[src/rtl/core/dni_pkg.sv]
// ----------------------------------------------------------------------------
// dni_pkg: shared types and constants of the DMA network interface registers
// Holds the register map, status and control bit positions, the operation
// codes and the command and result structures passed between the stages.
// ----------------------------------------------------------------------------
package dni_pkg;

   // Size of the tx buffer and largest accepted frame.
   localparam int unsigned MAX_FRAME_BYTES = 2048;
   localparam int unsigned TXB_AW          = $clog2(MAX_FRAME_BYTES);
   localparam logic [16:0] MAX_FRAME_W     = 17'(MAX_FRAME_BYTES);

   // Register map (offsets within the device window).
   localparam logic [4:0] OFS_CONTROL   = 5'h00;
   localparam logic [4:0] OFS_STATUS    = 5'h02;
   localparam logic [4:0] OFS_RX_LEN    = 5'h04;
   localparam logic [4:0] OFS_TX_LEN    = 5'h06;
   localparam logic [4:0] OFS_DMA_HI    = 5'h08;
   localparam logic [4:0] OFS_DMA_LO    = 5'h0A;
   localparam int unsigned OFS_MAC_FIRST = 12;
   localparam int unsigned MAC_BYTES     = 6;

   // Status and control bit positions.
   localparam int unsigned STS_RX_READY = 0;
   localparam int unsigned STS_TX_DONE  = 1;
   localparam int unsigned CTRL_IRQ_EN  = 1;
   localparam int unsigned CTRL_TX_GO   = 2;

   // Configuration register indexes.
   localparam logic CFG_IRQ_LEVEL    = 1'b0;
   localparam logic CFG_BUS_ATTACHED = 1'b1;

   // Command queue between front and back.
   localparam int unsigned QUEUE_DEPTH = 2;
   localparam int unsigned QPTR_W      = $clog2(QUEUE_DEPTH);
   localparam int unsigned QCNT_W      = $clog2(QUEUE_DEPTH + 1);

   // Operation of one request; unused request codes become OP_NONE.
   typedef enum logic [2:0] {
      OP_READ   = 3'd0,
      OP_WRITE  = 3'd1,
      OP_RX     = 3'd2,
      OP_FILL   = 3'd3,
      OP_PULL   = 3'd4,
      OP_TXREAD = 3'd5,
      OP_NONE   = 3'd6
   } op_type;

   // Classified request as it travels through the queue.
   typedef struct packed {
      op_type      op;
      logic        size_word;
      logic [4:0]  offset;
      logic [15:0] write_data;
      logic [7:0]  byte_data;
      logic [10:0] byte_index;
      logic [11:0] frame_length;
      logic [15:0] max_clip;     // max_len clipped to the frame limit
      logic        rx_ok;        // rx byte lies inside an acceptable frame
      logic        rx_last;      // rx byte is the last one of its frame
      logic        txb_ok;       // index lies inside the tx buffer
   } cmd_type;

   // One result item.
   typedef struct packed {
      logic [15:0] read_data;
      logic [2:0]  irq_out;
      logic        dma_write_valid;
      logic [31:0] dma_addr;
      logic [7:0]  dma_write_byte;
      logic        tx_request_valid;
      logic [11:0] tx_request_length;
      logic [11:0] pull_length;
      logic [7:0]  tx_byte;
   } rsp_type;

endpackage

[src/rtl/core/dni_queue.sv]
// ----------------------------------------------------------------------------
// dni_queue: command queue
// Short first-in first-out queue that separates the request side from the
// execution side so that each can stall on its own.
// ----------------------------------------------------------------------------
module dni_queue (
   input  logic             clock,
   input  logic             reset,
   input  logic             push,
   input  dni_pkg::cmd_type push_cmd,
   output logic             can_push,
   input  logic             pop,
   output logic             can_pop,
   output dni_pkg::cmd_type pop_cmd
);
   import dni_pkg::*;

   cmd_type             entry_ff [QUEUE_DEPTH];
   logic [QPTR_W-1:0]   wr_ptr_ff;
   logic [QPTR_W-1:0]   wr_ptr_in;
   logic [QPTR_W-1:0]   rd_ptr_ff;
   logic [QPTR_W-1:0]   rd_ptr_in;
   logic [QCNT_W-1:0]   count_ff;
   logic [QCNT_W-1:0]   count_in;
   logic                do_push;
   logic                do_pop;

   assign can_push = (count_ff != QCNT_W'(QUEUE_DEPTH));
   assign can_pop  = (count_ff != '0);
   assign do_push  = push && can_push;
   assign do_pop   = pop && can_pop;
   assign pop_cmd  = entry_ff[rd_ptr_ff];

   // Pointer and fill count update.
   always_comb begin
      wr_ptr_in = wr_ptr_ff;
      rd_ptr_in = rd_ptr_ff;
      count_in  = count_ff;
      if (do_push) begin
         wr_ptr_in = (wr_ptr_ff == QPTR_W'(QUEUE_DEPTH - 1)) ? '0 : wr_ptr_ff + 1'b1;
      end
      if (do_pop) begin
         rd_ptr_in = (rd_ptr_ff == QPTR_W'(QUEUE_DEPTH - 1)) ? '0 : rd_ptr_ff + 1'b1;
      end
      if (do_push && !do_pop) begin
         count_in = count_ff + 1'b1;
      end else if (do_pop && !do_push) begin
         count_in = count_ff - 1'b1;
      end
   end

   always_ff @(posedge clock) begin
      if (reset) begin
         wr_ptr_ff <= '0;
         rd_ptr_ff <= '0;
         count_ff  <= '0;
      end else begin
         wr_ptr_ff <= wr_ptr_in;
         rd_ptr_ff <= rd_ptr_in;
         count_ff  <= count_in;
      end
   end

   // Entry storage needs no reset.
   always_ff @(posedge clock) begin
      if (do_push) begin
         entry_ff[wr_ptr_ff] <= push_cmd;
      end
   end

   // The fill count never exceeds the depth.
   a_count_bound: assert property (@(posedge clock) disable iff (reset)
      count_ff <= QCNT_W'(QUEUE_DEPTH))
      else $error("queue fill count above depth");

   // The fill count rises by one on a push that has no pop beside it.
   a_count_track: assert property (@(posedge clock) disable iff (reset)
      (do_push && !do_pop) |=> (count_ff == $past(count_ff) + 1'b1))
      else $error("queue fill count missed a push");

   // Read and write pointers agree when the queue is empty.
   a_empty_ptrs: assert property (@(posedge clock) disable iff (reset)
      (count_ff == '0) |-> (rd_ptr_ff == wr_ptr_ff))
      else $error("queue pointers differ while empty");

endmodule

[config.mk]
export PLATFORM = sky130hd
export DESIGN_NAME = dni_queue
export DESIGN_NICKNAME = d
export VERILOG_FILES = /design/src/rtl/core/dni_pkg.sv /design/src/rtl/core/dni_queue.sv
export SDC_FILE = /design/constraint.sdc
export NUM_CORES = 1
export LEC_CHECK = 0
export ABC_AREA = 1
export BUFFER_PORTS_ARGS = -buffer_cell sky130_fd_sc_hd__buf_2
export CAP_MARGIN = 40
export CELL_PAD_IN_SITES_DETAIL_PLACEMENT = 1
export CELL_PAD_IN_SITES_GLOBAL_PLACEMENT = 2
export CORE_MARGIN = 1.5
export CORE_UTILIZATION = 34
export CTS_CLUSTER_SIZE = 30
export DETAILED_ROUTE_END_ITERATION = 10
export PLACE_DENSITY_LB_ADDON = 0.1
export SYNTH_ARGS = -nofsm -noshare
export SYNTH_HDL_FRONTEND = slang
export SYNTH_SLANG_ARGS = --single-unit
[constraint.sdc]
create_clock -name clock -period 3.8 [get_ports clock]
set_input_delay 0.19 -clock clock [delete_from_list [all_inputs] [get_ports clock]]
set_output_delay 0.19 -clock clock [all_outputs]
set_load 0.005 [all_outputs]
; Word level (Yosys, flattened, before mapping)
; Memory sizes are Yosys's and may differ from the RTL's. A register that Yosys moved wholly into a read port is not among the register bits.
; Cells that the tools add are included.
[op_classes]
addsub = 4
n_eq_ne = 1
muxes = 8
n_reduce_logical = 8
[ops]
columns = operator, count
row1 = two-way mux 1 bit, 6
row2 = logical AND 1 bit, 4
row3 = two-way mux 2 bit, 2
row4 = nonzero test 2 bit, 2
row5 = "adder 1 bit, second input constant", 2
row6 = "adder 2 x 1 -> 2 bit, second input constant", 1
row7 = zero test 1 bit, 2
row8 = "inequality test 2 bit, second input constant", 1
row9 = "subtractor 2 x 1 -> 2 bit, second input constant", 1
[word_totals]
register_bits = 4
ramBits = 150
wordCells = 25
n_memories = 1
[memory_table]
columns = name, words, word_bits, rd, rd_clocked_by_memory_dff, write_ports, line_no
row1 = entry_ff, 2, 75, 1, 1, 1, dni_queue.sv:18  ; cmd_type entry_ff [QUEUE_DEPTH];

; Longest topological paths before layout
[logic_depth]
ltp_word = 6
depth_mapped = 11
depth_no_buf = 11

; Worst setup path before layout
; Ideal clock, no wire load.
[synth_path]
path_type = register to register
startpoint = register count_ff[0]
endpoint = memory entry_ff[0][0] (netlist bit) (enable)
arrival_time_ns = 3.694
t_required_ns = 3.291
setup_slack_ns = -0.402
stages_incl_launch_ff = 5
n_path_buf = 0
cell_sequence = dfxtp_1 inv_1 nand2_1 nand2_1 nor2_1
[synth_between]
elab_chain_cells = 4
[synth_lines]
columns = item, line_no
row1 = start: declaration, dni_queue.sv:23  ; logic [QCNT_W-1:0] count_ff;
row2 = start signal: assignment, dni_queue.sv:60  ; count_ff <= count_in;
row3 = inequality test 2 bit, dni_queue.sv:28  ; assign can_push = (count_ff != QCNT_W'(QUEUE_DEPTH));
row4 = named net can_push, dni_queue.sv:11  ; output logic can_push,
row5 = logical AND 1 bit, dni_queue.sv:30  ; assign do_push = push && can_push;
row6 = two-way mux 1 bit, dni_queue.sv:66  ; if (do_push) begin
row7 = two-way mux 1 bit (not written as such), dni_queue.sv:67  ; entry_ff[wr_ptr_ff] <= push_cmd;
row8 = end: declaration, dni_queue.sv:18
; The timed path passes the listed nets, and every way through them passes these cells.

==> results.md <==
- The run finished with clean final reports.
- For this run, the total global-route usage over all layers was measured as 0.1376.
- After detailed placement, the total cell area comes to 0.006980 mm².
- The arrival time of the worst setup path is 1980 ps.
- The peak fanout along the critical path is 37.
- The routed layout has 3241 vias.
- The clock passes through at most 2 buffers.
- The post-placement setup slack is 1842 ps.
- Counting every sink on the clock net gives 155.
- The top flip-flop cell by instance count after synthesis is sky130_fd_sc_hd__edfxtp_1.
- The pin count of the biggest net entering global routing is 49.
- Clock-pin slew was measured on the worst setup and hold paths at 60 ps.
- The wire length reported by the detailed router is 11.81 mm.
- The die is 134.2 µm wide.
- In the routed layout, each cell is associated on average with a via count of 4.321.
- The type of the worst min-delay path is primary input to register.
- On the critical path the largest part of the delay comes from buffers and inverters.
- The buffer count from post-CTS setup fixing is 0.
- The async set or reset register ratio after synthesis is 0.
- The core area is 0.01670 mm².
- The clock buffer count from CTS is 17.
- The sequential share of power is 0.442.
- The number of warnings printed during yosys synthesis is 0.
- The remaining max-slew budget at the tightest pin is 0.6860.
- Setup violations remaining at the end of the flow were counted as 0.
- The number of gates resized after cts is 0.
- The count of buffer and inverter cells on the critical path is 3.
- The actual transition at the worst max-transition pin is 469.9 ps.
- The floorplan die height is 134.2 µm.
- The detailed router finished its first iteration with 90 violations.
- The distinct cell type count after synthesis is 14.
- The final weighted congestion of routability-driven global placement is 0.6642.
- The first-pass GRT wire length is 18.49 mm.
- For this run, the post-layout net count is 597.
- The number of synthesized flops with an enable pin is 150.
- The final hold violation count is 0.
- The CTS root buffer is sky130_fd_sc_hd__clkbuf_16.
- The endpoint class of the critical path is a primary output.
- The sequential fraction of the synthesis area is 0.7867.
- The critical path is of the register to primary output type.
- The number of remaining DRC errors is 0.
- Summed over all layers, the global routing overflow is 0.
- The signal on the critical path passes through buf_16 > buf_12 > mux2_2 > buf_2.
- The post-synthesis register bit count is 155.
- TritonCTS built the clock tree.
- The cell accounting for the most synthesized area is sky130_fd_sc_hd__edfxtp_1.
- The I/O pin count is 156.
- Across the VDD grid, the largest voltage drop is 0.2939 mV.
- The worst setup path is launched from a register.
- In the post-route analysis, the smallest setup slack over all paths is 1630 ps.
- The floorplan has 47 rows.
- The post-synthesis average cell area is 21.68 µm².
- The count of nets left with antenna violations once routing finished came out at 0.
- The highest cell delay on the worst timing path is 500 ps.
- The top cell type's share of synthesized area is 0.7696.
- The half-perimeter wire length after placement is 7.547 mm.
- The average routed wire per standard cell is 15.75 µm.
- Of the total power, the share spent switching nets is 0.2451.
- The cell at the slowest stage of the critical path is sky130_fd_sc_hd__dfxtp_4.
- Compared with the post-synthesis result, the final layout area differs by 42.07%.
- Clock latency on the worst-skew pair, taken at its later pin, is 410 ps.
- The required time of the critical path is 3610 ps.
- Across the routed clock network, the largest skew measured is 6.571 ps.
- The most frequent cell after synthesis is sky130_fd_sc_hd__edfxtp_1.
- Of the cells placed in the final design, the portion with a size suffix greater than 1 is 0.5038.
- The max-slew violation count was 0.
- The die covers 0.01801 mm².
- After synthesis, the most frequently instantiated cells are sky130_fd_sc_hd__edfxtp_1, sky130_fd_sc_hd__mux2_4, sky130_fd_sc_hd__mux2_2.
- The antenna diode instance count is 0.
- The combined area of all synthesized cells is 0.005853 mm².
- Setup repair after global routing left no endpoint under its margin.
- The share of total power dissipated in combinational logic is 0.230.
- The finished cells cover 0.008315 mm².
- Counting every instance in the synthesized netlist gives 270.
- The internal power is 3.824 mW.
- The initial antenna violation count is 0.
- The completed layout was analyzed and its total power is 5.065 mW.
- Power spread over the standard cell area amounts to 609.2 mW/mm².
- Derived from the worst setup path, the maximum achievable clock frequency is 0.4608 GHz.
- The power dissipated by switching net loads is 1.241 mW.
- The iteration count of the initial detailed-routing pass is 4.
- The number of input and output port buffers inserted is 155.
- For the finished layout, the period the worst path requires is 2170 ps.
- Of the total power, the clock network draws 0.328.
- Ranked by total cell area, the synthesized netlist is headed by sky130_fd_sc_hd__edfxtp_1, sky130_fd_sc_hd__mux2_4, sky130_fd_sc_hd__mux2_2.
- Synthesis produced a netlist with a net count of 350.
- The final clock period utilization by the worst path is 0.5711.
- The H-tree generated during clock tree synthesis spans 4 levels.
- Across the run, the number of max-cap violations was 0.
- Summed over all cells, the static leakage comes to 3.239 nW.
- For this configuration, the core starts out at a cell density of 0.3505.
- The number of global-route vias before repair is 3524.
==> flip-flops by register name (all words and copies together) (netlist names), named ones only <==
register / flops
rd_ptr_ff: 1
count_ff: 2
wr_ptr_ff: 1
entry_ff: 150
==> what timing repair did <==
action | CTS | global route
endpoints found under the hold margin | 150 | 0
endpoints found under the setup margin | 0 | 0
hold buffers | 75 | 0
==> logic make-up after synthesis <==
kind of cell,after synthesis,synth area share
AO/OA/AOI/OAI,4,0.003420
adder cells (fa/ha/maj),1,0.002137
buffers and inverters,16,0.01838
flip-flops,155,0.7867
multiplexers,75,0.1764
AND/OR/NAND/NOR,19,0.01304
==> metal layers <==
layer  part of all wire  wire length [µm]  vias up  GRT usage
li1                   -                 -     1553          -
met1               0.43              5092     1572     0.1633
met5                  0                 0        -          0
met2               0.49              5800      103     0.2271
met3              0.063               748       13    0.04800
met4              0.014               168        0    0.05914
==> power by group through the flow <==
stage               combinational (mW)  clock (mW)  sequential (mW)
global placement                  1.02           0             2.33
floorplan                        0.688           0             2.27
finish                            1.16        1.66             2.24
global route                      1.27        1.78             2.26
CTS                               1.20        1.70             2.24
detailed placement                1.13           0             2.28
==> worst reg2reg max path: cells and delay by family, from the launching register on <==
kind,cells,cell delay (ps)
flip-flops,1,330
AND/OR/NAND/NOR,3,660
buffers and inverters,3,600
==> placed cells by master, fill, tap and decap left out <==
cell / n
sky130_fd_sc_hd__a21oi_1: 2
sky130_fd_sc_hd__buf_12: 4
sky130_fd_sc_hd__buf_16: 2
sky130_fd_sc_hd__buf_2: 155
sky130_fd_sc_hd__bufinv_16: 3
sky130_fd_sc_hd__clkbuf_1: 2
sky130_fd_sc_hd__clkbuf_16: 17
sky130_fd_sc_hd__clkinv_1: 2
sky130_fd_sc_hd__clkinv_2: 3
sky130_fd_sc_hd__clkinv_4: 1
sky130_fd_sc_hd__clkinvlp_4: 4
sky130_fd_sc_hd__dfxtp_1: 4
sky130_fd_sc_hd__dfxtp_4: 1
sky130_fd_sc_hd__dlygate4sd3_1: 75
sky130_fd_sc_hd__edfxtp_1: 150
sky130_fd_sc_hd__ha_1: 1
sky130_fd_sc_hd__inv_1: 8
sky130_fd_sc_hd__mux2_2: 25
sky130_fd_sc_hd__mux2_4: 50
sky130_fd_sc_hd__nand2_1: 9
sky130_fd_sc_hd__nand3_1: 2
sky130_fd_sc_hd__nand4_1: 1
sky130_fd_sc_hd__nor2_1: 5
sky130_fd_sc_hd__nor2_4: 2
sky130_fd_sc_hd__o21ai_0: 2
==> path summary, 6_finish.rpt <==
kind | startpoint | end | slack, ps | cells past startpoint
max reg2reg | count_ff[0]$_SDFFE_PP0P_ | entry_ff[1][36]$_DFFE_PP_ | 1860 | 6
max | register | pop_cmd[61] | 1630 | 4
min reg2reg | rd_ptr_ff$_SDFFE_PP0P_ | rd_ptr_ff$_SDFFE_PP0P_ | 540 | 2
min | reset | count_ff[1]$_SDFFE_PP0P_ | 60 | 4
==> through the flow <==
stage	TNS (ps)	std cells	utilization	hold WS [ps]
finish	0	750	0.4979	57.20
global route	0	750	0.4979	65.40
CTS	0	750	0.4979	44.87
detailed placement	0	643	0.4180	381.7
global placement	0	640	0.4135	378.0
floorplan	-60330	270	-	288.9
==> cell type report <==
cell class | count | area [µm²]
Clock buffer | 19 | 432.9
Inverter | 8 | 30.03
Timing Repair Buffer | 236 | 1662
Tap cell | 220 | 275.3
Sequential cell | 155 | 4608
Clock inverter | 13 | 151.4
Fill cell | 1621 | 8386
Multi-Input combinational cell | 99 | 1156
(Power assumes the default switching activity.)
