==> config.mk <==
export PLATFORM = sky130hd
export DESIGN_NAME = dni_front
export DESIGN_NICKNAME = d
export VERILOG_FILES = /design/src/rtl/core/dni_pkg.sv /design/src/rtl/core/dni_front.sv
export SDC_FILE = /design/constraint.sdc
export NUM_CORES = 1
export LEC_CHECK = 0
export ABC_CLOCK_PERIOD_IN_PS = 2900
export BUFFER_PORTS_ARGS = -buffer_cell sky130_fd_sc_hd__buf_2
export CAP_MARGIN = 20
export CORE_MARGIN = 8
export CORE_UTILIZATION = 35
export DETAILED_ROUTE_END_ITERATION = 6
export MAX_ROUTING_LAYER = met4
export PLACE_DENSITY = 0.89
export SLEW_MARGIN = 15
export SYNTH_ARGS = -nofsm -noshare
export SYNTH_HDL_FRONTEND = slang
export SYNTH_SLANG_ARGS = --single-unit
==> constraint.sdc <==
create_clock -name vclk -period 2.9
set_clock_uncertainty 0.2 [all_clocks]
set_input_delay 0.58 -clock vclk [all_inputs]
set_output_delay 0.58 -clock vclk [all_outputs]
set_load 0.01 [all_outputs]
==> src/rtl/core/dni_pkg.sv <==
// ----------------------------------------------------------------------------
// dni_pkg: shared types and constants of the DMA network interface registers
// Holds the register map, status and control bit positions, the operation
// codes and the command and result structures passed between the stages.
// ----------------------------------------------------------------------------
package dni_pkg;

   // Size of the tx buffer and largest accepted frame.
   localparam int unsigned MAX_FRAME_BYTES = 2048;
   localparam int unsigned TXB_AW          = $clog2(MAX_FRAME_BYTES);
   localparam logic [16:0] MAX_FRAME_W     = 17'(MAX_FRAME_BYTES);

   // Register map (offsets within the device window).
   localparam logic [4:0] OFS_CONTROL   = 5'h00;
   localparam logic [4:0] OFS_STATUS    = 5'h02;
   localparam logic [4:0] OFS_RX_LEN    = 5'h04;
   localparam logic [4:0] OFS_TX_LEN    = 5'h06;
   localparam logic [4:0] OFS_DMA_HI    = 5'h08;
   localparam logic [4:0] OFS_DMA_LO    = 5'h0A;
   localparam int unsigned OFS_MAC_FIRST = 12;
   localparam int unsigned MAC_BYTES     = 6;

   // Status and control bit positions.
   localparam int unsigned STS_RX_READY = 0;
   localparam int unsigned STS_TX_DONE  = 1;
   localparam int unsigned CTRL_IRQ_EN  = 1;
   localparam int unsigned CTRL_TX_GO   = 2;

   // Configuration register indexes.
   localparam logic CFG_IRQ_LEVEL    = 1'b0;
   localparam logic CFG_BUS_ATTACHED = 1'b1;

   // Command queue between front and back.
   localparam int unsigned QUEUE_DEPTH = 2;
   localparam int unsigned QPTR_W      = $clog2(QUEUE_DEPTH);
   localparam int unsigned QCNT_W      = $clog2(QUEUE_DEPTH + 1);

   // Operation of one request; unused request codes become OP_NONE.
   typedef enum logic [2:0] {
      OP_READ   = 3'd0,
      OP_WRITE  = 3'd1,
      OP_RX     = 3'd2,
      OP_FILL   = 3'd3,
      OP_PULL   = 3'd4,
      OP_TXREAD = 3'd5,
      OP_NONE   = 3'd6
   } op_type;

   // Classified request as it travels through the queue.
   typedef struct packed {
      op_type      op;
      logic        size_word;
      logic [4:0]  offset;
      logic [15:0] write_data;
      logic [7:0]  byte_data;
      logic [10:0] byte_index;
      logic [11:0] frame_length;
      logic [15:0] max_clip;     // max_len clipped to the frame limit
      logic        rx_ok;        // rx byte lies inside an acceptable frame
      logic        rx_last;      // rx byte is the last one of its frame
      logic        txb_ok;       // index lies inside the tx buffer
   } cmd_type;

   // One result item.
   typedef struct packed {
      logic [15:0] read_data;
      logic [2:0]  irq_out;
      logic        dma_write_valid;
      logic [31:0] dma_addr;
      logic [7:0]  dma_write_byte;
      logic        tx_request_valid;
      logic [11:0] tx_request_length;
      logic [11:0] pull_length;
      logic [7:0]  tx_byte;
   } rsp_type;

endpackage

==> src/rtl/core/dni_front.sv <==
// ----------------------------------------------------------------------------
// dni_front: request classification
// Decodes the operation code and works out the range checks of rx, fill and
// pull requests so that the back end only applies the results.
// ----------------------------------------------------------------------------
module dni_front (
   input  logic [2:0]       req_func,
   input  logic             req_size_word,
   input  logic [4:0]       req_offset,
   input  logic [15:0]      req_write_data,
   input  logic [7:0]       req_byte_data,
   input  logic [10:0]      req_byte_index,
   input  logic [11:0]      req_frame_length,
   input  logic [15:0]      req_max_len,
   output dni_pkg::cmd_type cmd
);
   import dni_pkg::*;

   logic [16:0] flen_w;
   logic [16:0] idx_w;
   logic [16:0] mlen_w;

   assign flen_w = {5'b0, req_frame_length};
   assign idx_w  = {6'b0, req_byte_index};
   assign mlen_w = {1'b0, req_max_len};

   // Classify the request and precompute its range checks.
   always_comb begin
      cmd.op           = (req_func <= OP_TXREAD) ? op_type'(req_func) : OP_NONE;
      cmd.size_word    = req_size_word;
      cmd.offset       = req_offset;
      cmd.write_data   = req_write_data;
      cmd.byte_data    = req_byte_data;
      cmd.byte_index   = req_byte_index;
      cmd.frame_length = req_frame_length;
      cmd.max_clip     = (mlen_w > MAX_FRAME_W) ? MAX_FRAME_W[15:0] : req_max_len;
      cmd.rx_ok        = (flen_w <= MAX_FRAME_W) && (req_frame_length != 12'd0) &&
                         ({1'b0, req_byte_index} < req_frame_length);
      cmd.rx_last      = ({1'b0, req_byte_index} == (req_frame_length - 12'd1));
      cmd.txb_ok       = (idx_w < MAX_FRAME_W);
   end

endmodule

### Yosys cells after proc, flatten, opt, wreduce, memory -nomap -nowiden

Cells that the tools add are included.

* register bits after elaboration: 0
* input bits: 72
* output and inout bits: 75
* word-level logic and storage cells: 12

* add/subtract/negate cells: 1
* order comparisons: 5
* equal/unequal tests: 1
* mux-type cells: 2
* reductions and logical operators: 3

Operator list (count)
* > comparator 16 x 12 -> 1 bit (second input constant): 1
* two-way mux 16 bit: 1
* == test 11 x 12 -> 1 bit: 1
* <= comparator 12 bit (second input constant): 1
* < comparator 11 x 12 -> 1 bit: 1
* < comparator 11 x 12 -> 1 bit (second input constant): 1
* nonzero test 12 bit: 1
* subtractor 12 x 1 -> 12 bit (second input constant): 1
* <= comparator 3 bit (second input constant): 1
* two-way mux 3 bit: 1
* logical AND 1 bit: 2

### Longest topological paths before layout

Gate-level depths: netlist (run 1).

* word-level depth: 3
* depth in mapped cells: 8
* mapped depth without buffers: 7

### Worst setup path after synthesis (run 1)

OpenSTA, ideal clock, no wires.

* kind: input to output
* start: in req_frame_length[0]
* end: out cmd[1] (netlist bit)
* arrival: 2.105 ns
* data required time: 2.120 ns
* path slack: 0.015 ns
* stages: 6
* path buffers: 1
* cells stage by stage: or4_1 -> buf_2 -> nand3b_4 -> nor3b_2 -> o22ai_1 -> a2111oi_2

RTL lines
* from (decl): line dni_front.sv:13 `input logic [11:0] req_frame_length,`
* to (decl): line dni_front.sv:15 `output dni_pkg::cmd_type cmd`

==> impl_metrics.py, run 1 <==
metrics = {
    "floorplanning": {
        "die_h_um": 74.8,
        "dieArea_mm2": 0.00560,
        "core_area_mm2": 0.00334,
        "die_w_um": 74.8,
        "rows": 21,
        "initial_core_util": 0.363,
        "pin_count": 147,
    },
    "timing": {
        "fmax_mhz": 336,
        "setup_ws_ps": -75.1,
        "hold_viol_final": 0,
        "finalCritPeriodShare": 1.03,
        "setup-tns-final_ps": -75.1,
        "min_period_ps": 2980,
        "report.final.slew_viol_count": 0,
        "setup_viol": 1,
        "grt_setup_unrepaired": "yes",
    },
    "global_route": {
        "global_route.usage.met3": 0.0293,
        "overflow": 0,
        "use_met2": 0.242,
        "antenna_found_initial": 0,
        "grt_usage": 0.127,
        "grt_pass1_vias": 1244,
        "grt_max_degree": 8,
        "grt_pass1_wl_um": 5600,
        "top_usage_layer": "met2",
        "grt_use_met1": 0.125,
    },
    "place": {
        "dp_hpwl_um": 3380,
        "place_area_mm2": 0.00132,
        "dp.cells": 248,
        "port_buffers": 82,
        "gp_congestion": 0.807,
    },
    "detailed_routing": {
        "drt_iter0_drc": 31,
        "vias": 1178,
        "wl_um": 3900,
        "ant_nets": 0,
        "firstDrtPassIters": 4,
        "remaining_drc_errors": 0,
        "wl_per_cell_um": 15.5,
        "vias_per_cell": 4.69,
    },
    "pwr": {
        "pwr-share-clk": 0,
        "combPwrFrac": 1.000,
        "p_per_area_mw_per_mm2": 130,
        "p_seq_frac": 0,
        "vdd_ir_drop_max_mv": 0.0367,
        "sw_frac_of_total": 0.525,
        "p_int_mw": 0.0877,
        "power_switching_mw": 0.0969,
        "p_leak_nw": 0.785,
    },
    "setup_path": {
        "cp_data_arrival_time_ps": 2200,
        "critPathSlowestCell": "or4_4",
        "path_cells": "buf_6 -> or4_4 -> nand3b_4 -> nor3b_2 -> o22ai_1 -> a2111oi_2 -> buf_2",
        "cp-end-kind": "output port",
        "critPathBufInv": 2,
        "worstPathRequired_ps": 2120,
        "crit_type": "primary input to output port",
        "slowest_delay_ps": 570,
        "path_max_fanout": 5,
        "critPathLaunchType": "primary input",
        "crit_family": "simple AND/OR/NAND/NOR gates",
    },
    "final_layout": {
        "post-route-util": 0.425,
        "area_delta_synth_final_pct": 17.0,
        "fillers": 338,
        "seq_area_um2": 0,
        "antenna_cells": 0,
        "final_nets": 291,
        "clock_buffers": 0,
        "nFlopsAndLatches": 0,
        "final_cell_area_mm2": 0.00142,
        "fin_cells": 251,
        "drive_gt1_frac": 0.532,
    },
    "yosys": {
        "synth_area_leaders": "buf_4 36%, ha_1 12%, xnor2_1 6.5%",
        "yosysTopAreaCell": "buf_4",
        "syn_area_mm2": 0.00121,
        "synth-compound-area-share": 0.103,
        "synthXorXnorAreaFrac": 0.108,
        "synth_most_common_cell": "buf_4",
        "netlist_top_cells_count": "58 x buf_4, 14 x inv_1, 12 x ha_1",
        "synth_area_per_cell_um2": 7.21,
        "yosysUniqueCellTypes": 38,
        "synth_warnings": 0,
        "synth_top_family_by_area": "buffers and inverters",
        "seq_area_frac_synth": 0,
        "synth_mux_area_frac": 0,
        "synthAdderAreaFrac": 0.124,
        "syn_inst": 168,
        "synth_top_area_share": 0.360,
        "synth-simple-area-share": 0.242,
    },
    "status": {
        "violations": "setup timing",
        "outcome": "finished, violations left",
    },
    "flow_run": {
        "cap_violations": 0,
    },
    "min_path": {
        "hp-class": "primary input to output port",
    },
}
==> placed cells by master, fill, tap and decap left out, drive strengths merged, types with 2 or more instances in the layout <==
cell | Yosys | layout
xnor2 | 9 | 9
nand3 | 3 | 3
or4 | 2 | 2
nor2 | 3 | 3
ha | 12 | 12
nor3b | 3 | 3
a2111oi | 2 | 2
conb | 2 | 5
nor3 | 4 | 4
buf | 59 | 96
a21oi | 6 | 6
xor2 | 6 | 6
o21ai | 3 | 3
inv | 14 | 14
and2 | 11 | 11
nand2 | 5 | 5
nor4 | 5 | 5
==> worst paths after layout <==
check | start | end | slack, ps | depth (start not counted)
worst min-delay path | req_byte_data[4] | cmd[46] | 960 | 0
worst max-delay path | req_frame_length[1] | cmd[1] | -80 | 7
==> timing repair <==
| action | 4_1_cts | 5_1_grt |
|---|---|---|
| pin swaps | 5 | 10 |
| setup endpoints to repair | 2 | 2 |
| hold endpoints to repair | 0 | 0 |
| hold buffers | 0 | 0 |
| resized for setup | 6 | 13 |
| setup buffers | 0 | 3 |
| gates cloned | 0 | 0 |
==> power groups by stage <==
stage          registers (mW)  clock network [mW]  logic (mW)
2_1_floorplan               0                   0       0.151
3_3_place_gp                0                   0       0.164
3_5_place_dp                0                   0       0.170
4_1_cts                     0                   0       0.174
5_1_grt                     0                   0       0.204
6_report                    0                   0       0.185
==> layer usage <==
metal / wire length, um / share of wire
met3: 373 / 0.096
met2: 2000 / 0.51
met4: 120 / 0.031
met1: 1410 / 0.36
met5: 0 / 0
==> per-stage QoR <==
| stage | total power [mW] | worst slack [ps] | hold slack [ps] |
|---|---|---|---|
| detailed placement | 0.170 | -200 | 960 |
| finish | 0.185 | -75.1 | 960 |
| global route | 0.204 | -159 | 960 |
| floorplan | 0.151 | 15.0 | 1050 |
| global placement | 0.164 | -164 | 960 |
| CTS | 0.174 | -71.2 | 960 |
==> cells by family after synthesis <==
kind of cell | Yosys count
buffers and inverters | 76
AND/OR/NAND/NOR | 45
AO/OA/AOI/OAI | 18
XOR/XNOR | 15
adder cells (fa/ha/maj) | 12
other | 2
==> final cells by class <==
type               count  area [um2]  share of cell area
repair buffers        96         539               0.380
well taps             46        57.6              0.0406
multi-input cells     95         763               0.538
inverters             14        57.6              0.0406
Power figures use the tool's default switching activity.
==> inputs of run 2 (changes only) <==
--- a/config.mk
+++ b/config.mk
@@ -12,7 +12,7 @@
 export CORE_UTILIZATION = 35
 export DETAILED_ROUTE_END_ITERATION = 6
 export MAX_ROUTING_LAYER = met4
-export PLACE_DENSITY = 0.89
+export PLACE_DENSITY = 0.9
 export SLEW_MARGIN = 15
 export SYNTH_ARGS = -nofsm -noshare
 export SYNTH_HDL_FRONTEND = slang
==> constraint.sdc (replaced) <==
create_clock -name vclk -period 2.9
set_clock_uncertainty 0.2 [all_clocks]
set_input_delay 0.29 -clock vclk [all_inputs]
set_output_delay 0.29 -clock vclk [all_outputs]
set_load 0.01 [all_outputs]
==> impl_metrics.py, run 2 (synthesis gave the netlist of run 1 again) <==
metrics = {
    "status": {
        "outcome": "finished clean",
    },
    "global_route": {
        "antenna_found_initial": 0,
        "grt_usage": 0.118,
        "grt_pass1_wl_um": 5290,
        "use_met2": 0.229,
        "grt_max_degree": 11,
        "grt_use_met1": 0.114,
        "top_usage_layer": "met2",
        "global_route.usage.met3": 0.0306,
        "overflow": 0,
        "grt_pass1_vias": 1227,
    },
    "final_layout": {
        "drive_gt1_frac": 0.455,
        "final_cell_area_mm2": 0.00124,
        "antenna_cells": 0,
        "clock_buffers": 0,
        "nFlopsAndLatches": 0,
        "area_delta_synth_final_pct": 2.27,
        "layout_common_cells": "82 x buf_2, 14 x inv_1, 12 x ha_1, 11 x and2_1, 9 x xnor2_1",
        "post-route-util": 0.371,
        "fin_cells": 237,
        "final_common_cell": "buf_2",
        "final_nets": 277,
        "seq_area_um2": 0,
    },
    "pwr": {
        "p_total_mw": 0.159,
        "vdd_ir_drop_max_mv": 0.0325,
        "p_per_area_mw_per_mm2": 128,
        "p_leak_nw": 0.702,
    },
    "place": {
        "place_area_mm2": 0.00124,
        "port_buffers": 82,
        "dp_hpwl_um": 3250,
        "gp_congestion": 0.809,
        "dp.cells": 237,
        "dp_slack_ps": 317,
    },
    "setup_path": {
        "crit_type": "primary input to output port",
        "worstPathRequired_ps": 2410,
        "cp_data_arrival_time_ps": 2080,
        "cp-end-kind": "output port",
        "path_max_fanout": 5,
        "critPathLaunchType": "primary input",
    },
    "timing": {
        "setup_viol": 0,
        "finalCritPeriodShare": 0.888,
        "fmax_mhz": 389,
        "report.final.slew_viol_count": 0,
        "worst_pin_slew_ps": 538,
        "min_period_ps": 2570,
        "slew-limit-headroom": 0.640,
        "setup_ws_ps": 326,
        "hold_ws_ps": 380,
        "hold_viol_final": 0,
        "grt_setup_unrepaired": "no",
        "setup-tns-final_ps": 0,
    },
    "detailed_routing": {
        "firstDrtPassIters": 4,
        "remaining_drc_errors": 0,
        "vias_per_cell": 4.74,
        "wl_per_cell_um": 14.6,
        "vias": 1124,
        "ant_nets": 0,
        "drt_iter0_drc": 51,
        "wl_um": 3470,
    },
    "clocking": {
        "cts_setup_buffers": 0,
        "ctsHoldBuffers": 0,
        "post_cts_resize_count": 0,
    },
    "flow_run": {
        "cap_violations": 0,
    },
    "min_path": {
        "whs_path_depth": 0,
        "hp-class": "primary input to output port",
    },
    "floorplanning": {
        "core_area_mm2": 0.00334,
        "dieArea_mm2": 0.00560,
        "die_w_um": 74.8,
        "rows": 21,
        "pin_count": 147,
        "die_h_um": 74.8,
        "initial_core_util": 0.363,
    },
}
[run 2: cell count changes in the layout (fill, tap and decap cells not counted), moves of 2 or more]
cell,before,now
inv_4,2,0
inv_1,12,14
buf_6,5,0
buf_4,11,0
buf_2,80,82
[run 2: final cells by class]
class              count  area, um2
repair buffers        82        410
inverters             14       52.6
fillers              377       2100
well taps             46       57.6
multi-input cells     95        718
[run 2: critical path: stages]
cell and delay (ps):
buf_2 120, or4_1 640, nand3b_4 210, nor3b_2 190
o22ai_1 110, a2111oi_2 330, buf_2 190
[run 2: final timing paths]
| check | start | end |
|---|---|---|
| hold / removal | req_byte_data[2] | cmd[44] |
| setup / recovery | req_frame_length[0] | cmd[1] |
[run 2: power breakdown]
part           internal, mW  leakage (nW)  switching [mW]
Sequential                0             0               0
Combinational        0.0721         0.702          0.0866
Clock                     0             0               0
Total                0.0721         0.702          0.0866
[run 2: metal layers]
metal  share of wire  wire [um]  vias up
met5               0          0        -
met4           0.021         72        0
met3            0.12        424       10
met2            0.52       1820       65
met1            0.33       1150      505
li1                -          -      544
==> inputs of run 3 (changes only) <==
--- a/config.mk
+++ b/config.mk
@@ -6,7 +6,7 @@
 export NUM_CORES = 1
 export LEC_CHECK = 0
 export ABC_CLOCK_PERIOD_IN_PS = 2900
-export BUFFER_PORTS_ARGS = -buffer_cell sky130_fd_sc_hd__buf_2
+export BUFFER_PORTS_ARGS = -buffer_cell sky130_fd_sc_hd__buf_4
 export CAP_MARGIN = 20
 export CORE_MARGIN = 8
 export CORE_UTILIZATION = 35
==> impl_metrics.py, run 3 (synthesis gave the netlist of run 1 again) <==
metrics = {
    "setup_path": {
        "worstPathRequired_ps": 2410,
        "cp_data_arrival_time_ps": 2070,
        "endpoint": "cmd[1]",
        "startpoint": "req_frame_length[0]",
        "critPathLaunchType": "primary input",
        "path_max_fanout": 5,
        "cp-end-kind": "output port",
        "crit_type": "primary input to output port",
    },
    "timing": {
        "setup_viol": 0,
        "grt_setup_unrepaired": "no",
        "hold_viol_final": 0,
        "fmax_mhz": 390,
        "setup-tns-final_ps": 0,
        "report.final.slew_viol_count": 0,
        "min_period_ps": 2560,
        "worst_pin_slew_ps": 544,
        "hold_ws_ps": 380,
        "finalCritPeriodShare": 0.883,
        "slew-limit-headroom": 0.637,
    },
    "detailed_routing": {
        "drt_iter0_drc": 102,
        "wl_per_cell_um": 14.8,
        "remaining_drc_errors": 0,
        "ant_nets": 0,
        "firstDrtPassIters": 4,
        "vias_per_cell": 4.78,
        "vias": 1134,
        "wl_um": 3500,
    },
    "pwr": {
        "p_seq_frac": 0,
        "p_per_area_mw_per_mm2": 130,
        "sw_frac_of_total": 0.468,
        "p_int_mw": 0.0997,
        "pwr-share-clk": 0,
        "power_switching_mw": 0.0876,
        "p_leak_nw": 0.762,
        "combPwrFrac": 1.000,
        "vdd_ir_drop_max_mv": 0.0387,
    },
    "floorplanning": {
        "dieArea_mm2": 0.00560,
        "core_area_mm2": 0.00334,
        "rows": 21,
        "die_h_um": 74.8,
        "die_w_um": 74.8,
        "pin_count": 147,
        "initial_core_util": 0.363,
    },
    "global_route": {
        "grt_usage": 0.120,
        "grt_pass1_wl_um": 5340,
        "grt_pass1_vias": 1204,
        "overflow": 0,
        "antenna_found_initial": 0,
        "grt_max_degree": 11,
    },
    "final_layout": {
        "antenna_cells": 0,
        "final_nets": 277,
        "seq_area_um2": 0,
        "fillers": 326,
        "drive_gt1_frac": 0.455,
        "multi_input_area_um2": 718,
        "post-route-util": 0.433,
        "nFlopsAndLatches": 0,
        "clock_buffers": 0,
        "layout_common_cells": "82 x buf_4, 14 x inv_1, 12 x ha_1, 11 x and2_1, 9 x xnor2_1",
        "final_common_cell": "buf_4",
        "fin_cells": 237,
        "area_delta_synth_final_pct": 19.2,
    },
    "clocking": {
        "ctsHoldBuffers": 0,
        "cts_setup_buffers": 0,
        "post_cts_resize_count": 0,
    },
    "place": {
        "dp_hpwl_um": 3260,
        "dp.cells": 237,
        "gp_congestion": 0.830,
        "port_buffers": 82,
    },
    "flow_run": {
        "cap_violations": 0,
    },
    "min_path": {
        "hp-start": "req_offset[0]",
        "hp-class": "primary input to output port",
    },
    "status": {
        "outcome": "finished clean",
    },
}
[run 3: cell counts in the layout (fill, tap and decap cells not counted)]
Identical to the previous run, type by type.
[run 3: critical path: stages]
cell       delay (ps)
buf_4             130
or4_1             620
nand3b_4          210
nor3b_2           190
o22ai_1           110
a2111oi_2         350
buf_4             180
[run 3: worst min path at each step]
| stage | end | slack (ps) | depth (start not counted) |
|---|---|---|---|
| 3_5_place_dp | cmd[42] | 380 | 0 |
| 5_1_grt | cmd[66] | 380 | 0 |
| 2_1_floorplan | cmd[8] | 470 | 2 |
| 3_3_place_gp | cmd[42] | 380 | 0 |
| 6_report | cmd[66] | 380 | 0 |
| 4_1_cts | cmd[42] | 380 | 0 |
[run 3: area by class of cell]
| cell class | instances | share of cell area |
|---|---|---|
| Multi-Input combinational cell | 95 | 0.497 |
| Timing Repair Buffer | 82 | 0.426 |
| Tap cell | 46 | 0.0399 |
| Inverter | 14 | 0.0364 |
[run 3: metal layers]
| layer | wire, um | global-route usage | up-vias |
|---|---|---|---|
| li1 | - | - | 544 |
| met1 | 1250 | 0.120 | 517 |
| met2 | 1800 | 0.226 | 65 |
| met3 | 394 | 0.0333 | 8 |
| met4 | 59 | 0.0174 | 0 |
| met5 | 0 | - | - |
[run 3: power by group through the flow]
| stage | Sequential (mW) | Clock (mW) | Combinational [mW] |
|---|---|---|---|
| 2_1_floorplan | 0 | 0 | 0.151 |
| 3_3_place_gp | 0 | 0 | 0.184 |
| 3_5_place_dp | 0 | 0 | 0.189 |
| 4_1_cts | 0 | 0 | 0.189 |
| 5_1_grt | 0 | 0 | 0.208 |
| 6_report | 0 | 0 | 0.187 |
[run 3: stage by stage]
| step | power (mW) | instance area [um2] | setup slack (ps) |
|---|---|---|---|
| after floorplan | 0.151 | 1220 | 595 |
| after global placement | 0.184 | 1440 | 373 |
| after detailed placement | 0.189 | 1440 | 333 |
| after CTS | 0.189 | 1440 | 334 |
| after global routing | 0.208 | 1440 | 115 |
| final | 0.187 | 1440 | 338 |
